==> src/hdl/rslmx_cell.sv <==
// One scan cell: keeps the top two values in pass one and the best xor against key in pass two.
// Depends on nothing; used by rslmx_chain.
module rslmx_cell #(
   parameter int VALUE_BITS = 31
) (
   input  logic                  clock,
   input  logic                  reset,
   input  logic                  clear,
   input  logic                  pass2,
   input  logic                  in_vld,
   input  logic [VALUE_BITS-1:0] in_val,
   input  logic [VALUE_BITS-1:0] key,
   output logic [VALUE_BITS-1:0] tally
);
   logic                  have1_ff, have2_ff;
   logic [VALUE_BITS-1:0] t1_ff, t2_ff, b_ff;
   logic [VALUE_BITS-1:0] t1_in, t2_in, b_in, x;
   logic                  have2_in;

   always_comb begin
      t1_in = t1_ff;
      t2_in = t2_ff;
      b_in = b_ff;
      have2_in = have2_ff;
      x = key ^ in_val;
      if (in_vld && !pass2) begin
         if (!have1_ff || in_val > t1_ff) begin
            t2_in = t1_ff;
            have2_in = have1_ff;
            t1_in = in_val;
         end else if (!have2_ff || in_val > t2_ff) begin
            t2_in = in_val;
            have2_in = 1'b1;
         end
      end
      if (in_vld && pass2 && x > b_ff) begin
         b_in = x;
      end
   end

   always_ff @(posedge clock) begin
      if (reset || clear) begin
         have1_ff <= 1'b0;
         have2_ff <= 1'b0;
         t1_ff <= '0;
         t2_ff <= '0;
         b_ff <= '0;
      end else begin
         have1_ff <= have1_ff | (in_vld & !pass2);
         have2_ff <= have2_in;
         t1_ff <= t1_in;
         t2_ff <= t2_in;
         b_ff <= b_in;
      end
   end

   assign tally = pass2 ? b_ff : t2_ff;
endmodule

==> src/hdl/rslmx_chain.sv <==
// Two-cell chain: the memory stream feeds both cells; cell 0 hands its second value to cell 1.
// Cell 0 tracks top two in pass one; cell 1 folds the xor maximum in pass two.
// Depends on rslmx_cell.
module rslmx_chain #(
   parameter int VALUE_BITS = 31
) (
   input  logic                  clock,
   input  logic                  reset,
   input  logic                  clear,
   input  logic                  pass2,
   input  logic                  in_vld,
   input  logic [VALUE_BITS-1:0] in_val,
   output logic [VALUE_BITS-1:0] second,
   output logic [VALUE_BITS-1:0] best
);
   rslmx_cell #(.VALUE_BITS(VALUE_BITS)) u_c0 (
      .clock, .reset, .clear, .pass2(1'b0), .in_vld(in_vld & !pass2), .in_val,
      .key('0), .tally(second));
   rslmx_cell #(.VALUE_BITS(VALUE_BITS)) u_c1 (
      .clock, .reset, .clear, .pass2(1'b1), .in_vld(in_vld & pass2), .in_val,
      .key(second), .tally(best));
endmodule

==> config.mk <==
export PLATFORM = sky130hd
export DESIGN_NAME = rslmx_chain
export DESIGN_NICKNAME = d
export VERILOG_FILES = /design/src/hdl/rslmx_cell.sv /design/src/hdl/rslmx_chain.sv
export SDC_FILE = /design/constraint.sdc
export NUM_CORES = 1
export LEC_CHECK = 0
export BUFFER_PORTS_ARGS = -buffer_cell sky130_fd_sc_hd__buf_2
export CORE_MARGIN = 1.5
export CORE_UTILIZATION = 58
export DETAILED_ROUTE_END_ITERATION = 6
export PLACE_DENSITY_LB_ADDON = 0.12
export RECOVER_POWER = 25
export SYNTH_ARGS = -nofsm -noshare
export SYNTH_HDL_FRONTEND = slang
export SYNTH_SLANG_ARGS = --single-unit
==> constraint.sdc <==
create_clock -name clock -period 3.3 [get_ports clock]
set_input_delay 0.33 -clock clock [delete_from_list [all_inputs] [get_ports clock]]
set_output_delay 0.33 -clock clock [all_outputs]
set_load 0.05 [all_outputs]
==> flow_summary.yaml <==
grt:
  track_usage: 0.317
  grt_overflow: 0
  grt_pass1_wl_um: 28400
  antenna_found_initial: 0
  grt_pass1_vias: 6051
  grt_max_degree: 39
critical_path:
  end_kind: "flip-flop"
  r2r_end: "u_c1.b_ff[8]"
  arrival_ps: 3330
  critical-path-slowest-cell: "a31oi_2"
  crit_path_max_incr_delay_ps: 630
  path_cells: "inv_1 -> ha_1 -> inv_1 -> ha_1 -> nand4_1 -> nor4_1 -> o31ai_2 -> a31oi_2 -> o21ai_0 -> nor3b_1"
  reg2reg_from: "u_c0.t2_ff[20]"
  cp.required_ps: 3460
  path_class: "reg -> reg"
  reg2reg_depth: 10
  r2r_slack_ps: 130
  cp_max_fo: 12
  worstSetupStartpointType: "flip-flop"
floorplanning:
  die_w_um: 108
  die_y_um: 108
  fp.dieArea_um2: 11600
  core_region_area_um2: 10700
  ios: 98
  num_rows: 38
  start_util: 0.592
clock_network:
  cts_tree: "yes"
  numCtsBuffers: 9
  cts_max_level: 3
  cts.sinks: 95
  clk_pin_slew_worst_paths_ps: 90
  cts_buffer_depth: 2
  root_buffer: "clkbuf_8"
  clk_latency_ps: 380
min_path:
  worstHoldStart: "in_val[0]"
  worstHoldEndpoint: "u_c0.t1_ff[0]"
  min_path_type: "in -> reg"
  whs_path_depth: 3
sta:
  setup_tns_ps: 0
  finalHoldViolations: 0
  max_slew.worst_pin.slew_ps: 2510
  fin_skew_ps: 7.26
  setup_viol: 0
  fmax_mhz: 316
  timing.slew.headroom: -0.671
  slew_viol_final: 39
  setup_slack_ps: 132
  min_period_ps: 3170
  min_period_over_period: 0.960
final_layout:
  stdcell_area_um2: 7820
  syn_to_final_growth_pct: 22.9
  multi_input_area_um2: 3850
  fillers: 843
  ff_latch_area_um2: 1900
  drive_above_1_share: 0.233
  layout.nets: 1062
  diodes: 0
  final_cells: 1078
drt:
  wirelength_um: 18300
  dr.pass1.iters: 6
  antenna_left: 0
  wl_per_cell_um: 16.9
  vias: 6167
  vias_per_cell: 5.72
  drc: 0
  dr.first_iter.drc_count: 306
yosys:
  syn_nets: 888
  synth_fa_ha_area_frac: 0.183
  synth_cell_types: 39
  synthSimpleGateAreaFrac: 0.173
  synth_xor_area_frac: 0
  synthArstFlopShare: 0
  syn_avg_cell_area_um2: 8.38
  ys_warn_count: 0
  synthCells: 759
  ys_seq_elements: 95
  ys_seq_area_frac: 0.299
  syn_area_um2: 6360
  synth_edf_count: 0
  synth_top_family_by_area: "compound AO/OA/AOI/OAI gates"
  synth_mux_area_frac: 0.0504
  ys.flop_type: "dfxtp_1"
  synth_compound_area_frac: 0.187
placement:
  pre_cts_ws_ps: -204
  dp_hpwl_um: 13900
  portBuffers: 97
  gp_congestion: 0.895
  dpl_cell_area_um2: 7600
  dp.cells: 1060
power:
  power.density_nw_per_um2: 351
  p_leak_nw: 3.31
  vdd_drop_max_mv: 0.212
run_status:
  violations: "capacitance limit, slew limit"
  status: "finished, violations left"
flow_run:
  cap_violations: 1
logic make-up after synthesis:
| logic type | Yosys count |
|---|---|
| compound gates | 172 |
| simple gates | 202 |
| buf+inv | 165 |
| mux | 32 |
| flops | 95 |
| fa+ha+maj | 93 |
area by class of cell:
cell class,count,share of cell area
timing repair buffer,200,0.155
tap,140,0.0224
clock buffer,14,0.0208
multi-input combinational,501,0.493
clock inverter,2,0.00496
sequential,95,0.243
inverter,126,0.0605
worst max-delay path: cells and delay by family (launching register included):
kind	cells	cell delay, ps
compound gates	3	1020
fa+ha+maj	2	640
buf+inv	2	120
flops	1	350
simple gates	3	810
flip-flops by register name, indices dropped and copies added, names as in the netlist:
signal / flops
u_c0.have1_ff: 1
u_c0.have2_ff: 1
u_c0.t1_ff: 31
u_c0.t2_ff: 31
u_c1.b_ff: 31
repair_timing:
| item | in CTS | in global routing |
|---|---|---|
| hold buffers | 0 | 0 |
| pin swaps | 1 | 1 |
| gates cloned | 1 | 1 |
| setup buffers | 0 | 0 |
| resized for setup | 0 | 5 |
| setup endpoints to repair | 19 | 31 |
power by group:
group	switching (W)	internal [W]
combinational	0.000438	0.000284
clock	0.000423	0.000395
sequential	0.0000243	0.00118
total	0.000885	0.00186
cells in the mapped netlist, drive strengths merged, types with 7 or more instances:
library cell | instances | area share
inv | 126 | 0.074
buf | 18 | 0.021
a21oi | 37 | 0.029
nor2 | 45 | 0.027
dfxtp | 95 | 0.30
nor3b | 31 | 0.037
nand2 | 16 | 0.0094
a21o | 7 | 0.0083
mux2i | 32 | 0.050
clkbuf | 21 | 0.012
nand4 | 21 | 0.021
o21ai | 71 | 0.056
nor3 | 64 | 0.050
ha | 93 | 0.18
o31ai | 8 | 0.0094
a211oi | 36 | 0.065
nand3 | 8 | 0.0063
how the worst max path moves through the flow:
stage                              start             to  slack [ps]  cells after the start
after global routing      u_c0.t2_ff[18]  u_c1.b_ff[29]         -20                     12
after CTS                 u_c0.t2_ff[18]   u_c1.b_ff[0]          30                     11
after floorplan           u_c0.t2_ff[22]  u_c1.b_ff[21]         350                     11
after global placement        in_val[20]  u_c1.b_ff[20]        -120                     10
final                     u_c0.t2_ff[20]   u_c1.b_ff[8]         130                     10
after detailed placement      in_val[20]  u_c1.b_ff[24]        -200                     11
through the flow:
step	hold slack (ps)	power [W]	util
6_report	240	0.00274	0.727
5_1_grt	254	0.00286	0.727
4_1_cts	239	0.00274	0.727
3_5_place_dp	484	0.00193	0.707
3_3_place_gp	482	0.00191	0.707
2_1_floorplan	474	0.00166	-
metal layers:
metal	routed length (um)	track usage	part of all wire
met5	0	0	0
met4	707	0.161	0.039
met3	876	0.0496	0.048
met2	9110	0.573	0.50
met1	7560	0.358	0.41
cells in the final DEF (no fill, tap or decap), drive strengths merged, types with 3 or more instances in the layout:
cell / n
a31oi: 6
nand2: 16
a211oi: 36
clkbuf: 50
nand3: 8
nor3: 64
ha: 93
nand4: 21
nor3b: 31
buf: 164
a221oi: 3
nor2: 45
o31ai: 8
mux2i: 32
dfxtp: 95
inv: 126
o21ai: 71
o211ai: 4
nor2b: 4
a21oi: 37
nand2b: 3
a21o: 7
Note: power is estimated with default switching activity, not from simulation.
